--- config.mk ---
export PLATFORM = sky130hd
export DESIGN_NAME = framed_packet_deframer_core_flat
export DESIGN_NICKNAME = d
export VERILOG_FILES = /design/src/sv/fpd_pkg.sv /design/src/sv/fpd_ifs.sv /design/src/sv/fpd_front.sv /design/src/sv/fpd_queue.sv /design/src/sv/fpd_back.sv /design/src/sv/framed_packet_deframer_core.sv /design/src/flat_wrapper.sv
export SDC_FILE = /design/constraint.sdc
export NUM_CORES = 1
export LEC_CHECK = 0
export BUFFER_PORTS_ARGS = -buffer_cell sky130_fd_sc_hd__buf_4
export CAP_MARGIN = 20
export CORE_MARGIN = 3
export CORE_UTILIZATION = 45
export DETAILED_ROUTE_END_ITERATION = 12
export PLACE_DENSITY = 0.7
export SYNTH_ARGS = -nofsm -noshare
export SYNTH_HDL_FRONTEND = slang
export SYNTH_HIERARCHICAL = 1
export SYNTH_SLANG_ARGS = --single-unit
--- constraint.sdc ---
create_clock -name i_clk -period 7.7 [get_ports i_clk]
set_clock_uncertainty 0.2 [all_clocks]
set_input_delay 0 -clock i_clk [delete_from_list [all_inputs] [get_ports i_clk]]
set_output_delay 0 -clock i_clk [all_outputs]
set_load 0.02 [all_outputs]
--- src/sv/fpd_pkg.sv ---
// Shared types and constants of the framed packet deframer.
package fpd_pkg;

    localparam int unsigned POS_W = 17;

    localparam logic [7:0]       SEPARATOR_BYTE = 8'h1B;
    localparam logic [POS_W-1:0] POS_MAX        = {POS_W{1'b1}};

    typedef enum logic [1:0] {
        PART_PLAIN     = 2'd0,
        PART_NAME      = 2'd1,
        PART_SEPARATOR = 2'd2,
        PART_PASSWORD  = 2'd3
    } t_part;

    typedef enum logic [1:0] {
        CFG_START_MARKER      = 2'd0,
        CFG_PROMPT_STATUS     = 2'd1,
        CFG_REQUEST_STATUS    = 2'd2
    } t_cfg_idx;

    typedef struct packed {
        logic        is_summary;
        logic [7:0]  payload_byte;
        t_part       payload_part;
        logic        valid_res;
        logic [7:0]  opcode;
        logic [7:0]  box_id;
        logic [7:0]  status_code;
        logic [15:0] length_field;
    } t_result;

    typedef struct packed {
        logic    valid;
        t_result res;
    } t_push;

    typedef struct packed {
        logic    not_empty;
        logic    full;
        t_result head;
    } t_queue_stat;

endpackage

--- src/sv/fpd_ifs.sv ---
// Channel interfaces: received byte, result and configuration write.
interface fpd_in_if;
    logic       valid;
    logic       ready;
    logic [7:0] rx_byte;
    logic       last_byte;

    modport source (output valid, output rx_byte, output last_byte, input ready);
    modport sink   (input valid, input rx_byte, input last_byte, output ready);
endinterface

interface fpd_out_if;
    logic        valid;
    logic        ready;
    logic        is_summary;
    logic [7:0]  payload_byte;
    logic [1:0]  payload_part;
    logic        valid_res;
    logic [7:0]  opcode;
    logic [7:0]  box_id;
    logic [7:0]  status_code;
    logic [15:0] length_field;

    modport source (
        output valid, output is_summary, output payload_byte, output payload_part,
        output valid_res, output opcode, output box_id, output status_code,
        output length_field, input ready
    );
    modport sink (
        input valid, input is_summary, input payload_byte, input payload_part,
        input valid_res, input opcode, input box_id, input status_code,
        input length_field, output ready
    );
endinterface

interface fpd_cfg_if;
    logic       valid;
    logic       ready;
    logic [1:0] index;
    logic [7:0] data;

    modport source (output valid, output index, output data, input ready);
    modport sink   (input valid, input index, input data, output ready);
endinterface

--- src/sv/fpd_front.sv ---
// Front end: config registers, header capture, payload tagging and summary build.
module fpd_front (
    input  logic                i_clk,
    input  logic                i_rst_n,
    fpd_in_if.sink              i_rx,
    fpd_cfg_if.sink             i_cfg,
    input  fpd_pkg::t_queue_stat i_qstat,
    output fpd_pkg::t_push      o_push
);
    import fpd_pkg::*;

    localparam logic [POS_W-1:0] POS_MARKER  = POS_W'(0);
    localparam logic [POS_W-1:0] POS_OPCODE  = POS_W'(1);
    localparam logic [POS_W-1:0] POS_LEN_HI  = POS_W'(2);
    localparam logic [POS_W-1:0] POS_LEN_LO  = POS_W'(3);
    localparam logic [POS_W-1:0] POS_BOX     = POS_W'(4);
    localparam logic [POS_W-1:0] POS_STATUS  = POS_W'(5);
    localparam logic [POS_W-1:0] POS_PAYLOAD = POS_W'(6);

    logic [7:0]       r_start, r_prompt, r_request;
    logic [POS_W-1:0] r_pos, n_pos;
    logic             r_marker, n_marker;
    logic [7:0]       r_opcode, n_opcode;
    logic [15:0]      r_len, n_len;
    logic [7:0]       r_box, n_box;
    logic [7:0]       r_status, n_status;
    logic             r_sep, n_sep;

    logic       accept;
    logic [7:0] b;
    logic       len_bad;

    assign i_rx.ready  = !i_qstat.full;
    assign i_cfg.ready = 1'b1;
    assign accept      = i_rx.valid && i_rx.ready;
    assign b           = i_rx.rx_byte;

    always_ff @(posedge i_clk) begin
        if (!i_rst_n) begin
            r_start   <= '0;
            r_prompt  <= '0;
            r_request <= '0;
        end else if (i_cfg.valid && i_cfg.ready) begin
            unique case (i_cfg.index)
                CFG_START_MARKER:   r_start   <= i_cfg.data;
                CFG_PROMPT_STATUS:  r_prompt  <= i_cfg.data;
                CFG_REQUEST_STATUS: r_request <= i_cfg.data;
                default: ;
            endcase
        end
    end

    always_comb begin
        n_pos    = r_pos;
        n_marker = r_marker;
        n_opcode = r_opcode;
        n_len    = r_len;
        n_box    = r_box;
        n_status = r_status;
        n_sep    = r_sep;
        len_bad  = 1'b0;
        o_push   = '0;
        if (accept) begin
            unique case (r_pos)
                POS_MARKER: n_marker = (b == r_start);
                POS_OPCODE: n_opcode = b;
                POS_LEN_HI: n_len    = {b, 8'h00};
                POS_LEN_LO: n_len    = {r_len[15:8], b};
                POS_BOX:    n_box    = b;
                POS_STATUS: n_status = b;
                default: ;
            endcase
            if (i_rx.last_byte) begin
                len_bad = (r_pos >= POS_LEN_LO) && ({1'b0, n_len} != r_pos);
                o_push.valid            = 1'b1;
                o_push.res.is_summary   = 1'b1;
                o_push.res.valid_res    = n_marker && !len_bad;
                o_push.res.opcode       = n_opcode;
                o_push.res.box_id       = n_box;
                o_push.res.status_code  = n_status;
                o_push.res.length_field = n_len;
                o_push.res.payload_part = PART_PLAIN;
                n_pos    = '0;
                n_marker = 1'b0;
                n_opcode = '0;
                n_len    = '0;
                n_box    = '0;
                n_status = '0;
                n_sep    = 1'b0;
            end else begin
                if (r_pos != POS_MAX) begin
                    n_pos = r_pos + POS_W'(1);
                end
                if (r_pos >= POS_PAYLOAD) begin
                    o_push.valid            = 1'b1;
                    o_push.res.payload_byte = b;
                    o_push.res.payload_part = PART_PLAIN;
                    if (r_status == r_prompt || r_status == r_request) begin
                        priority if (r_sep) begin
                            o_push.res.payload_part = PART_PASSWORD;
                        end else if (b == SEPARATOR_BYTE) begin
                            o_push.res.payload_part = PART_SEPARATOR;
                            n_sep = 1'b1;
                        end else begin
                            o_push.res.payload_part = PART_NAME;
                        end
                    end
                end
            end
        end
    end

    always_ff @(posedge i_clk) begin
        if (!i_rst_n) begin
            r_pos    <= '0;
            r_marker <= 1'b0;
            r_opcode <= '0;
            r_len    <= '0;
            r_box    <= '0;
            r_status <= '0;
            r_sep    <= 1'b0;
        end else begin
            r_pos    <= n_pos;
            r_marker <= n_marker;
            r_opcode <= n_opcode;
            r_len    <= n_len;
            r_box    <= n_box;
            r_status <= n_status;
            r_sep    <= n_sep;
        end
    end

endmodule

--- src/sv/fpd_queue.sv ---
// Two-entry result queue between the front end and the output stage.
module fpd_queue (
    input  logic                 i_clk,
    input  logic                 i_rst_n,
    input  fpd_pkg::t_push       i_push,
    input  logic                 i_pop,
    output fpd_pkg::t_queue_stat o_stat
);
    import fpd_pkg::*;

    t_result    r_mem [0:1];
    logic       r_wr_ptr, r_rd_ptr;
    logic [1:0] r_count;
    logic       push, pop;

    assign push = i_push.valid && !o_stat.full;
    assign pop  = i_pop && o_stat.not_empty;

    assign o_stat.not_empty = (r_count != 2'd0);
    assign o_stat.full      = (r_count == 2'd2);
    assign o_stat.head      = r_mem[r_rd_ptr];

    always_ff @(posedge i_clk) begin
        if (push) begin
            r_mem[r_wr_ptr] <= i_push.res;
        end
    end

    always_ff @(posedge i_clk) begin
        if (!i_rst_n) begin
            r_wr_ptr <= 1'b0;
            r_rd_ptr <= 1'b0;
            r_count  <= '0;
        end else begin
            if (push) begin
                r_wr_ptr <= !r_wr_ptr;
            end
            if (pop) begin
                r_rd_ptr <= !r_rd_ptr;
            end
            r_count <= r_count + {1'b0, push} - {1'b0, pop};
        end
    end

`ifndef SYNTH
    a_count_bound: assert property (@(posedge i_clk) disable iff (!i_rst_n)
        r_count != 2'd3)
        else $error("queue count out of range");
    a_no_drop: assert property (@(posedge i_clk) disable iff (!i_rst_n)
        i_push.valid |-> !o_stat.full)
        else $error("result pushed into full queue");
    a_ptr_match: assert property (@(posedge i_clk) disable iff (!i_rst_n)
        (r_count == 2'd0 || r_count == 2'd2) |-> (r_wr_ptr == r_rd_ptr))
        else $error("queue pointers disagree with count");
    a_drain: assert property (@(posedge i_clk) disable iff (!i_rst_n)
        (r_count == 2'd1 && pop && !push) |=> !o_stat.not_empty)
        else $error("queue not empty after last entry popped");
`endif

endmodule

--- src/sv/fpd_back.sv ---
// Output register stage driving the result channel.
module fpd_back (
    input  logic                 i_clk,
    input  logic                 i_rst_n,
    input  fpd_pkg::t_queue_stat i_qstat,
    output logic                 o_pop,
    fpd_out_if.source            o_res
);
    import fpd_pkg::*;

    logic    r_valid;
    t_result r_res;

    assign o_pop = i_qstat.not_empty && (!r_valid || o_res.ready);

    always_ff @(posedge i_clk) begin
        if (!i_rst_n) begin
            r_valid <= 1'b0;
        end else if (o_pop) begin
            r_valid <= 1'b1;
        end else if (o_res.ready) begin
            r_valid <= 1'b0;
        end
    end

    always_ff @(posedge i_clk) begin
        if (o_pop) begin
            r_res <= i_qstat.head;
        end
    end

    assign o_res.valid        = r_valid;
    assign o_res.is_summary   = r_res.is_summary;
    assign o_res.payload_byte = r_res.payload_byte;
    assign o_res.payload_part = r_res.payload_part;
    assign o_res.valid_res    = r_res.valid_res;
    assign o_res.opcode       = r_res.opcode;
    assign o_res.box_id       = r_res.box_id;
    assign o_res.status_code  = r_res.status_code;
    assign o_res.length_field = r_res.length_field;

endmodule

--- src/sv/framed_packet_deframer_core.sv ---
// Packet deframer: one received byte per beat in, payload and end-of-packet summary beats out.
// Takes one byte per clock and gives at most one result beat per byte, so it sustains one
// byte per cycle when the result side keeps up. An accepted byte's result is written into
// the queue, then into the output register that drives the output. A two-entry queue sits
// between the byte classifier and the output register; input ready drops only when that
// queue is full. Bytes 0 to 5 are header, the flagged last byte yields the summary, bytes in
// between leave as payload, tagged name, separator or password when the status byte matches
// either credential status register. Configuration writes are always ready.
module framed_packet_deframer_core (
    input  logic      i_clk,
    input  logic      i_rst_n,
    fpd_in_if.sink    i_rx,
    fpd_cfg_if.sink   i_cfg,
    fpd_out_if.source o_res
);
    import fpd_pkg::*;

    t_push       push;
    t_queue_stat qstat;
    logic        pop;

    fpd_front u_front (
        .i_clk   (i_clk),
        .i_rst_n (i_rst_n),
        .i_rx    (i_rx),
        .i_cfg   (i_cfg),
        .i_qstat (qstat),
        .o_push  (push)
    );

    fpd_queue u_queue (
        .i_clk   (i_clk),
        .i_rst_n (i_rst_n),
        .i_push  (push),
        .i_pop   (pop),
        .o_stat  (qstat)
    );

    fpd_back u_back (
        .i_clk   (i_clk),
        .i_rst_n (i_rst_n),
        .i_qstat (qstat),
        .o_pop   (pop),
        .o_res   (o_res)
    );

endmodule

--- src/flat_wrapper.sv ---
// flat-port wrapper written by rule: the top's interface ports become plain ports
module framed_packet_deframer_core_flat import fpd_pkg::*;
  (i_clk, i_rst_n, i_rx_valid, i_rx_rx_byte, i_rx_last_byte, i_rx_ready, i_cfg_valid, i_cfg_index, i_cfg_data, i_cfg_ready, o_res_valid, o_res_is_summary, o_res_payload_byte, o_res_payload_part, o_res_valid_res, o_res_opcode, o_res_box_id, o_res_status_code, o_res_length_field, o_res_ready);
  fpd_in_if i_rx_i ();
  fpd_cfg_if i_cfg_i ();
  fpd_out_if o_res_i ();
  input  logic i_clk;
  input  logic i_rst_n;
  input wire logic [$bits(i_rx_i.valid)-1:0] i_rx_valid;
  input wire logic [$bits(i_rx_i.rx_byte)-1:0] i_rx_rx_byte;
  input wire logic [$bits(i_rx_i.last_byte)-1:0] i_rx_last_byte;
  output wire logic [$bits(i_rx_i.ready)-1:0] i_rx_ready;
  input wire logic [$bits(i_cfg_i.valid)-1:0] i_cfg_valid;
  input wire logic [$bits(i_cfg_i.index)-1:0] i_cfg_index;
  input wire logic [$bits(i_cfg_i.data)-1:0] i_cfg_data;
  output wire logic [$bits(i_cfg_i.ready)-1:0] i_cfg_ready;
  output wire logic [$bits(o_res_i.valid)-1:0] o_res_valid;
  output wire logic [$bits(o_res_i.is_summary)-1:0] o_res_is_summary;
  output wire logic [$bits(o_res_i.payload_byte)-1:0] o_res_payload_byte;
  output wire logic [$bits(o_res_i.payload_part)-1:0] o_res_payload_part;
  output wire logic [$bits(o_res_i.valid_res)-1:0] o_res_valid_res;
  output wire logic [$bits(o_res_i.opcode)-1:0] o_res_opcode;
  output wire logic [$bits(o_res_i.box_id)-1:0] o_res_box_id;
  output wire logic [$bits(o_res_i.status_code)-1:0] o_res_status_code;
  output wire logic [$bits(o_res_i.length_field)-1:0] o_res_length_field;
  input wire logic [$bits(o_res_i.ready)-1:0] o_res_ready;
  assign i_rx_i.valid = i_rx_valid;
  assign i_rx_i.rx_byte = i_rx_rx_byte;
  assign i_rx_i.last_byte = i_rx_last_byte;
  assign i_rx_ready = i_rx_i.ready;
  assign i_cfg_i.valid = i_cfg_valid;
  assign i_cfg_i.index = i_cfg_index;
  assign i_cfg_i.data = i_cfg_data;
  assign i_cfg_ready = i_cfg_i.ready;
  assign o_res_valid = o_res_i.valid;
  assign o_res_is_summary = o_res_i.is_summary;
  assign o_res_payload_byte = o_res_i.payload_byte;
  assign o_res_payload_part = o_res_i.payload_part;
  assign o_res_valid_res = o_res_i.valid_res;
  assign o_res_opcode = o_res_i.opcode;
  assign o_res_box_id = o_res_i.box_id;
  assign o_res_status_code = o_res_i.status_code;
  assign o_res_length_field = o_res_i.length_field;
  assign o_res_i.ready = o_res_ready;
  framed_packet_deframer_core u_core (.i_clk(i_clk), .i_rst_n(i_rst_n), .i_rx(i_rx_i), .i_cfg(i_cfg_i), .o_res(o_res_i));
endmodule
# After elaboration in Yosys (flattened, before gate mapping)
# Memory sizes are Yosys's and may differ from the RTL's. A register that Yosys moved wholly into a read port is not among the register bits.
# Index checks and enable logic that the tools add are counted.
dict set report classes {
  n_addsub 3
  order_cmp 2
  n_eq_ne 14
  n_mux 34
  n_reduce_logical 25
}
# cell count
set op_table {}
lappend op_table {{two-way mux 8 bit} 7}
lappend op_table {{two-way mux 53 bit} 1}
lappend op_table {{two-way mux 41 bit} 1}
lappend op_table {{== test 17 x 2 -> 1 bit (second input constant)} 2}
lappend op_table {{== test 17 x 3 -> 1 bit (second input constant)} 2}
lappend op_table {{two-way mux 17 bit} 2}
lappend op_table {{two-way mux 16 bit} 2}
lappend op_table {{one-hot mux 16 bit (2 select lines)} 1}
lappend op_table {{== test 8 bit} 3}
lappend op_table {{adder 17 x 1 -> 17 bit (second input constant)} 1}
lappend op_table {{== test 17 x 1 -> 1 bit (second input constant)} 1}
lappend op_table {{>= comparator 17 x 2 -> 1 bit (second input constant)} 1}
lappend op_table {{>= comparator 17 x 3 -> 1 bit (second input constant)} 1}
lappend op_table {{zero test 17 bit} 1}
lappend op_table {{!= test 16 x 17 -> 1 bit} 1}
lappend op_table {{!= test 17 bit (second input constant)} 1}
lappend op_table {{two-way mux 1 bit} 15}
lappend op_table {{two-way mux 10 bit} 1}
lappend op_table {{nonzero test 2 bit} 5}
lappend op_table {{== test 8 x 5 -> 1 bit (second input constant)} 1}
lappend op_table {{two-way mux 2 bit} 4}
lappend op_table {{AND reduction 2 bit} 4}
lappend op_table {{logical AND 1 bit} 6}
lappend op_table {{zero test 1 bit} 5}
lappend op_table {{other kinds (7)} 9}
dict set report totals {
  register_bits 88
  mem_bits_rw 104
  wordCells 93
  n_memories 1
}
# name depth word_bits read_ports rd_clocked_by_memory_dff wr line_no
set memory_table {}
lappend memory_table {u_core.u_queue.r_mem 2 52 1 1 1 fpd_queue.sv:11} ;# t_result r_mem [0:1];

# Longest topological paths before layout
# Gate-level depths: netlist (run 1).
dict set report logic_depth {
  depth_word 13
  ltp_mapped 12
  mapped_depth_nobuf 11
}

# Hierarchy
# The synthesis (run 1) kept the hierarchy.
# module instances cells_per_inst area_per_inst_um2 seq_area_each_um2
set by_module_without_submodules {}
lappend by_module_without_submodules {fpd_front 1 587 4783.3 1661.6}
lappend by_module_without_submodules {fpd_queue 1 190 4250.3 3223.1}
lappend by_module_without_submodules {fpd_back 1 56 1609.0 1581.5}

# Least setup slack after synthesis (run 1)
# No wires, ideal clock.
dict set report synth_path {
  path_kind {reg-to-reg}
  from {register u_core.u_front.r_pos[0]}
  to {memory u_core/u_queue/r_mem[0][0] (netlist bit), enable pin}
  setup_ns 0.468
  t_arrival_ns 3.727
  path_slack_ns 3.306
  stages_incl_launch_ff 10
  n_path_buf 1
  path_cell_list {dfxtp_1 > inv_1 > ha_1 > buf_2 > o21ai_0 > nand2_1 > nor2_1 > nor2_1 > and2_1 > nor2b_1}
}
# element line_no
set synth_rtl {}
lappend synth_rtl {{start, declared} fpd_front.sv:21} ;# logic [POS_W-1:0] r_pos, n_pos;
lappend synth_rtl {{start signal, assigned} fpd_front.sv:123} ;# r_pos <= n_pos;
lappend synth_rtl {{end, declared} fpd_queue.sv:11}

==> results by group, run 1 <==
Status
  – Status: complete, no violations

Clock tree
  – H-tree lvl count: 1
  – Post-cts resize count: 0
  – Num CTS Buffers: 25
  – Clock root cell: clkbuf_16
  – CTS tree: done
  – Clock transition at path regs: 0.07 ns
  – CTS Sinks: 245
  – CTS max path bufs: 3
  – Clock latency on the worst-skew pair: 0.52 ns

Cells and area
  – Antenna diodes: 0
  – Final instance area: 0.0125 mm^2
  – Final nets: 954
  – Share of cells above drive strength 1: 19.3%
  – Layout area overhead: 17.1%

STA
  – Highest clock rate: 270 MHz
  – Final Slew Violations: 0
  – Worst Slack Setup Final: 4.00 ns
  – Final Hold Vio Count: 0
  – Max-Slew Margin vs Limit: 28.7%
  – RSZ-0062 raised after global routing: false
  – Minimum clock period: 3.70 ns
  – Worst Tran Pin Value: 1.06 ns
  – Setup violation total in the final timing report: 0
  – Final Cycle Share: 48.1%
  – Setup_tns: 0 ns

Logic synthesis
  – YS warnings: 6
  – Post-synth top flop: edfxtp_1
  – Asr flop ratio synth: 0%
  – Post-synth cell types: 61
  – Register bit total from synthesis: 245
  – Synth Instances: 833
  – Syn_nets: 864
  – Seq/Total Area, Yosys: 60.8%
  – Syn Area/Cell: 12.8 um^2
  – Post-Syn Area: 0.0106 mm^2
  – EDFF count, synth: 156

Drt
  – Via count: 6771
  – DR WL/cell: 18.6 um
  – Top sig layer: met4
  – Met3 wire length: 1660 um
  – Wirelength, routed: 23400 um
  – DRC errors left: 0
  – Met2 Wirelength: 10500 um
  – Antenna viol nets, final: 0
  – DRT Pass-1 Iters: 5
  – M1 wire length: 10800 um
  – DR vias/cell: 5.40
  – DR iter-0 viols: 652

Placement
  – Post-DP HPWL: 15200 um
  – Routability Congestion: 0.920
  – Pre-CTS setup slack: 4.07 ns
  – # port buffers: 77
  – Post-DP Area: 0.0114 mm^2

Critical path
  – Crit path capture: u_core/u_queue/r_mem[0][40]
  – Critical path arrival: 3.84 ns
  – R2R cell count: 7
  – Worst R2R Setup Slack: 4.00 ns
  – R2R Path Start: u_core/u_front/r_pos[5]
  – Setup Crit Path Kind: flop to flop
  – CP max FO: 14
  – Reg2Reg Capture Point: u_core/u_queue/r_mem[0][40]
  – Crit end category: flop
  – Worst Setup Start Kind: flop
  – Worst Setup SP: u_core/u_front/r_pos[5]
  – Worst Path Required: 7.83 ns

Floorplan
  – Die Height: 160 um
  – Core Box Area: 0.0229 mm^2
  – Initial Utilization: 46.4%
  – Die area: 0.0255 mm^2
  – IO Count: 79
  – Die W: 160 um
  – Row count: 55

GRT
  – Largest net degree at the start of global routing: 75
  – Vias in the first global route: 6492
  – Gr usage total: 17.8%
  – Initial antenna violation count: 0
  – Total gr overflow: 0
  – First-pass GRT wire length: 36600 um

Pwr
  – Pwr Density: 311 mW/mm^2
  – Total power: 3.88 mW
  – Leak: 4.53 nW
  – VDD IR max: 0.000166 V

Min path
  – Worst hold-check path type: primary input to flop
  – Worst Hold Depth: 4

Job
  – MaxCap Viol Count: 0
[worst min-delay path by stage]
stage                                        endpoint     startpoint  slack [ns]
after floorplan             u_core/u_back/o_res.valid        i_rst_n       -0.08
after CTS                  u_core/u_front/r_prompt[6]    i_cfg_valid        0.08
after detailed placement   u_core/u_front/r_prompt[7]  i_cfg_data[7]        0.09
after global placement    u_core/u_front/r_request[0]  i_cfg_data[0]        0.08
after global routing       u_core/u_front/r_prompt[6]    i_cfg_valid        0.12
final                      u_core/u_front/r_prompt[6]    i_cfg_valid        0.08
[report_power, final]
part           switching, mW  total [mW]  internal [mW]  leakage [nW]
clock network          0.473        1.17          0.696         0.379
registers             0.0691        1.77           1.70          2.17
logic                  0.549       0.944          0.395          1.98
[placed cells by master (no fill, tap or decap), types with 6 or more instances in the layout]
cell / synthesis / layout
a32oi_1: 8 / 8
a22oi_1: 45 / 45
nand4_1: 12 / 12
nand3_1: 16 / 16
dfxtp_1: 89 / 88
nor2_1: 64 / 64
buf_4: 2 / 84
xnor2_1: 35 / 35
o21ai_0: 8 / 8
mux2_4: 50 / 50
clkinv_1: 1 / 6
nor2b_1: 76 / 74
clkbuf_1: 34 / 7
edfxtp_1: 156 / 156
o21ai_1: 7 / 7
dlygate4sd3_1: 0 / 26
a21oi_1: 25 / 25
mux2i_1: 37 / 37
and3_1: 11 / 10
ha_1: 7 / 7
nand2_1: 37 / 37
clkbuf_16: 0 / 25
xor2_1: 10 / 10
inv_1: 25 / 25
[cells in the mapped netlist (all sizes together), types with 16 or more instances]
cell    instances  area, um^2
nor2           64         240
xnor2          35         307
inv            25        93.8
edfxtp        156        4680
nand2          37         139
nand3          16        80.1
a22oi          46         350
nor2b          77         489
clkbuf         34         128
mux2i          37         370
a21oi          25         125
mux2           52         773
dfxtp          89        1780
[per-layer routing]
layer	global-route usage (%)	vias to the layer above
met5	0	-
met4	4.10	0
met3	2.70	33
met2	27.6	245
met1	26.5	3295
li1	-	3198
[logic make-up after synthesis]
family | Yosys count | synth area share [%]
multiplexers | 89 | 10.7
XOR/XNOR | 45 | 3.70
AND/OR/NAND/NOR | 255 | 12.8
other | 1 | 0.0352
buffers and inverters | 73 | 3.52
adder cells (fa/ha/maj) | 7 | 0.823
AO/OA/AOI/OAI | 118 | 7.63
flip-flops | 245 | 60.8
[final cells by class]
cell class / count / area, um^2
Clock buffer: 32 / 652
Clock inverter: 13 / 138
Fill cell: 1959 / 10500
Inverter: 26 / 97.6
Multi-Input combinational cell: 515 / 3820
Sequential cell: 245 / 6470
Tap cell: 313 / 392
Timing Repair Buffer: 110 / 891
[metrics by stage]
stage	cells	util [%]	hold slack (ns)
2_1_floorplan	833	-	-0.0825
6_report	1254	54.4	0.0819
4_1_cts	1254	54.4	0.0800
5_1_grt	1254	54.4	0.116
3_3_place_gp	1183	49.8	0.0801
3_5_place_dp	1183	49.8	0.0862
[registers in the layout, summed over array words and instances (netlist names), 16 cells and up, named ones only]
signal / flops
u_core/u_back/o_res.length_field: 16
u_core/u_front/r_pos: 17
u_core/u_queue/r_mem: 104
u_core/u_front/r_len: 16
[worst max-delay path, cell delays in order (launching register included)]
cell and delay, ns:
dfxtp_1 0.37, or4_1 0.60, nor4_2 0.93, o21ai_0 0.47
a22oi_1 0.33, o32a_1 0.21, nand4_1 0.11, o31ai_2 0.30
[repair_timing]
item	CTS	global route
hold buffers	26	0
setup buffers	0	0
endpoints found under the hold margin	164	0
Note: power is estimated with default switching activity, not from simulation.
==> inputs of run 2 (changes only) <==
==> constraint.sdc (replaced) <==
create_clock -name i_clk -period 3.57 [get_ports i_clk]
set_clock_uncertainty 0.2 [all_clocks]
set_input_delay 0 -clock i_clk [delete_from_list [all_inputs] [get_ports i_clk]]
set_output_delay 0 -clock i_clk [all_outputs]
set_load 0.02 [all_outputs]
==> run 2 against run 1 <==
Clock-buffer cell count decreased by 6. Fmax increased by 9.0%. Clock power increased by 140%. Core utilization grew 1.1 points. Combinational power up 110%. Register-to-register slack lost 3.8 ns. Largest power group unchanged. Non-clock buffer count increased by 16. Critical path depth up 2.
==> results by group, run 2 (synthesis results as in run 1) <==
GRT
  – Met2 Use GR: 29.5% (+1.9 points)
  – Vias in the first global route: 6729 (+3.7%)
  – Grt met1 use: 26.1% (-0.36 points)
  – Total gr overflow: 0 (unchanged)
  – Initial antenna violation count: 0 (unchanged)
  – First-pass GRT wire length: 38000 um (+3.7%)
  – Grt peak-use layer: met2
  – Largest net degree at the start of global routing: 75 (unchanged)
  – Gr usage total: 18.5% (+0.79 points)
  – Met3 usage: 3.01% (+0.31 points)

STA
  – Worst Tran Pin Value: 0.694 ns (-0.367 ns)
  – Final Slew Violations: 0 (unchanged)
  – Final Cycle Share: 95.2% (+47 points)
  – Max-Slew Margin vs Limit: 53.8% (+25 points)
  – Setup violation total in the final timing report: 0 (unchanged)
  – Setup_tns: 0 ns (unchanged)
  – Highest clock rate: 294 MHz (+9.0%)
  – Minimum clock period: 3.40 ns (-0.306 ns)
  – RSZ-0062 raised after global routing: false
  – Final Hold Vio Count: 0 (unchanged)

Cells and area
  – Most used cells in the layout excluding fill and tap cells: 156 x edfxtp_1, 97 x buf_4, 88 x dfxtp_1, 74 x nor2b_1, 64 x nor2_1
  – Regs by FF count: u_core/u_queue/r_mem: 104 flops, u_core/u_front/r_pos: 17 flops
  – Most flop-heavy register: u_core/u_queue/r_mem
  – Layout area overhead: 19.5%
  – Final nets: 970 (+1.7%)
  – Most common cell after layout, fill and taps aside: edfxtp_1
  – Share of cells above drive strength 1: 21.6% (+2.3 points)
  – Max reg flops: 104 (unchanged)
  – Antenna diodes: 0 (unchanged)
  – Fillers: 1890 (-3.5%)

Critical path
  – Critical path arrival: 3.52 ns (-0.32 ns)
  – Setup Crit Path Kind: flop to flop
  – Worst Path Required: 3.69 ns (-4.14 ns)
  – Crit end category: flop
  – Worst R2R Setup Slack: 0.17 ns (-3.82 ns)
  – Cell Chain, Critical Path: inv_1, ha_1, or4b_2, or4_4, or2_0, a22oi_2, xor2_1, nand4_1, o31ai_2
  – R2R Path Start: u_core/u_front/r_pos[0]
  – Reg2Reg Capture Point: u_core/u_queue/r_mem[0][40]
  – Worst Setup Start Kind: flop
  – Crit path capture: u_core/u_queue/r_mem[0][40]
  – Worst-path cell with the longest stage delay: or4b_2
  – CP max FO: 9 (-5)
  – R2R cell count: 9 (+2)
  – Slowest cell delay on critical path: 0.59 ns (-0.34 ns)
  – Worst Setup SP: u_core/u_front/r_pos[0]

Clock tree
  – CTS Sinks: 245 (unchanged)
  – Clock latency on the worst-skew pair: 0.51 ns (about the same)
  – CTS tree: done
  – Num CTS Buffers: 25 (unchanged)
  – Clock transition at path regs: 0.06 ns (about the same)
  – Clock root cell: clkbuf_16
  – CTS max path bufs: 3 (unchanged)
  – H-tree lvl count: 1 (unchanged)

Drt
  – Via count: 6825 (+0.80%)
  – DR WL/cell: 19.0 um (+1.7%)
  – DRC errors left: 0 (unchanged)
  – Wirelength, routed: 24100 um (+3.0%)
  – DR iter-0 viols: 624 (-4.3%)
  – Antenna viol nets, final: 0 (unchanged)
  – DR vias/cell: 5.37 (-0.47%)
  – DRT Pass-1 Iters: 5 (unchanged)

Status
  – Status: complete, no violations

Placement
  – Post-DP HPWL: 15800 um (+3.7%)
  – Routability Congestion: 0.919 (-0.16%)
  – # port buffers: 77 (unchanged)

Pwr
  – Leak: 4.66 nW (+3.0%)
  – VDD IR max: 0.000330 V (+99%)
  – Total power: 8.68 mW (+120%)
  – Pwr Density: 683 mW/mm^2 (+120%)

Floorplan
  – Die Height: 160 um (unchanged)
  – Initial Utilization: 46.4% (unchanged)
  – Core Box Area: 0.0229 mm^2 (unchanged)
  – Row count: 55 (unchanged)
  – Die W: 160 um (unchanged)
  – IO Count: 79 (unchanged)
  – Die area: 0.0255 mm^2 (unchanged)

Min path
  – Worst hold-check path type: primary input to flop

Job
  – MaxCap Viol Count: 0 (unchanged)
-- run 2: cell types whose count changed in the layout (fill, tap and decap cells not counted), moves of 3 or more --
| cell | delta |
|---|---|
| buf_12 | +3 |
| clkinv_2 | +5 |
| bufinv_16 | +3 |
| buf_4 | +13 |
| clkbuf_1 | -7 |
-- run 2: report_power, final --
| part | total, mW | leakage, nW | internal [mW] | switching, mW |
|---|---|---|---|---|
| Sequential | 3.87 | 2.17 | 3.66 | 0.213 |
| Clock | 2.78 | 0.434 | 1.73 | 1.06 |
| Combinational | 2.02 | 2.06 | 0.879 | 1.14 |
| Total | 8.68 | 4.66 | 6.26 | 2.41 |
-- run 2: metrics by stage --
| stage | area, um^2 | utilization (%) | worst slack [ns] | hold WS, ns | std cells |
|---|---|---|---|---|---|
| 6_report | 12700 | 55.5 | 0.171 | 0.104 | 1270 |
| 5_1_grt | 12700 | 55.5 | 0.0170 | 0.132 | 1270 |
| 4_1_cts | 12700 | 55.5 | 0.194 | 0.0780 | 1270 |
| 3_5_place_dp | 11600 | 50.5 | 0.223 | 0.0847 | 1199 |
| 3_3_place_gp | 11600 | 50.5 | 0.355 | 0.0772 | 1199 |
| 2_1_floorplan | 10600 | - | 0.168 | -0.0825 | 833 |
-- run 2: worst max-delay path, delay by kind of cell (launching register included) --
kind	cells	cell delay [ns]
xor gates and xnor gates	1	0.18
DFF	1	0.39
buffers and inverters	1	0.19
adders and majority gates	1	0.20
AOI/OAI and AO/OA	2	0.52
and+or+nand+nor	4	1.53
-- run 2: worst min path at each step --
stage                   from                           to  slack (ns)  cells past startpoint
2_1_floorplan        i_rst_n    u_core/u_back/o_res.valid       -0.08                      1
3_3_place_gp   i_cfg_data[1]   u_core/u_front/r_prompt[1]        0.08                      3
3_5_place_dp   i_cfg_data[5]    u_core/u_front/r_start[5]        0.08                      3
4_1_cts          i_cfg_valid   u_core/u_front/r_prompt[2]        0.08                      4
5_1_grt        i_cfg_data[1]  u_core/u_front/r_request[1]        0.13                      4
6_report       i_cfg_data[0]  u_core/u_front/r_request[0]        0.10                      4
-- run 2: final cells by class --
type	instances	area (um^2)	share of cell area, %
sequential	245	6470	50.9
multi-input combinational	515	3820	30.1
timing repair buffer	126	1050	8.25
clock buffer	26	639	5.03
tap	313	392	3.08
clock inverter	19	243	1.91
inverter	26	97.6	0.768
-- run 2: what timing repair did --
item	4_1_cts	5_1_grt
gates resized for setup	0	1
endpoints found under the hold margin	160	0
buffers inserted	0	0
endpoints found under the setup margin	0	2
hold buffers	26	0
-- run 2: per-layer routing --
| layer | vias to the layer above | routed length [um] |
|---|---|---|
| met5 | - | 0 |
| met4 | 0 | 651 |
| met3 | 40 | 1420 |
| met2 | 227 | 11100 |
| met1 | 3318 | 10900 |
| li1 | 3240 | - |
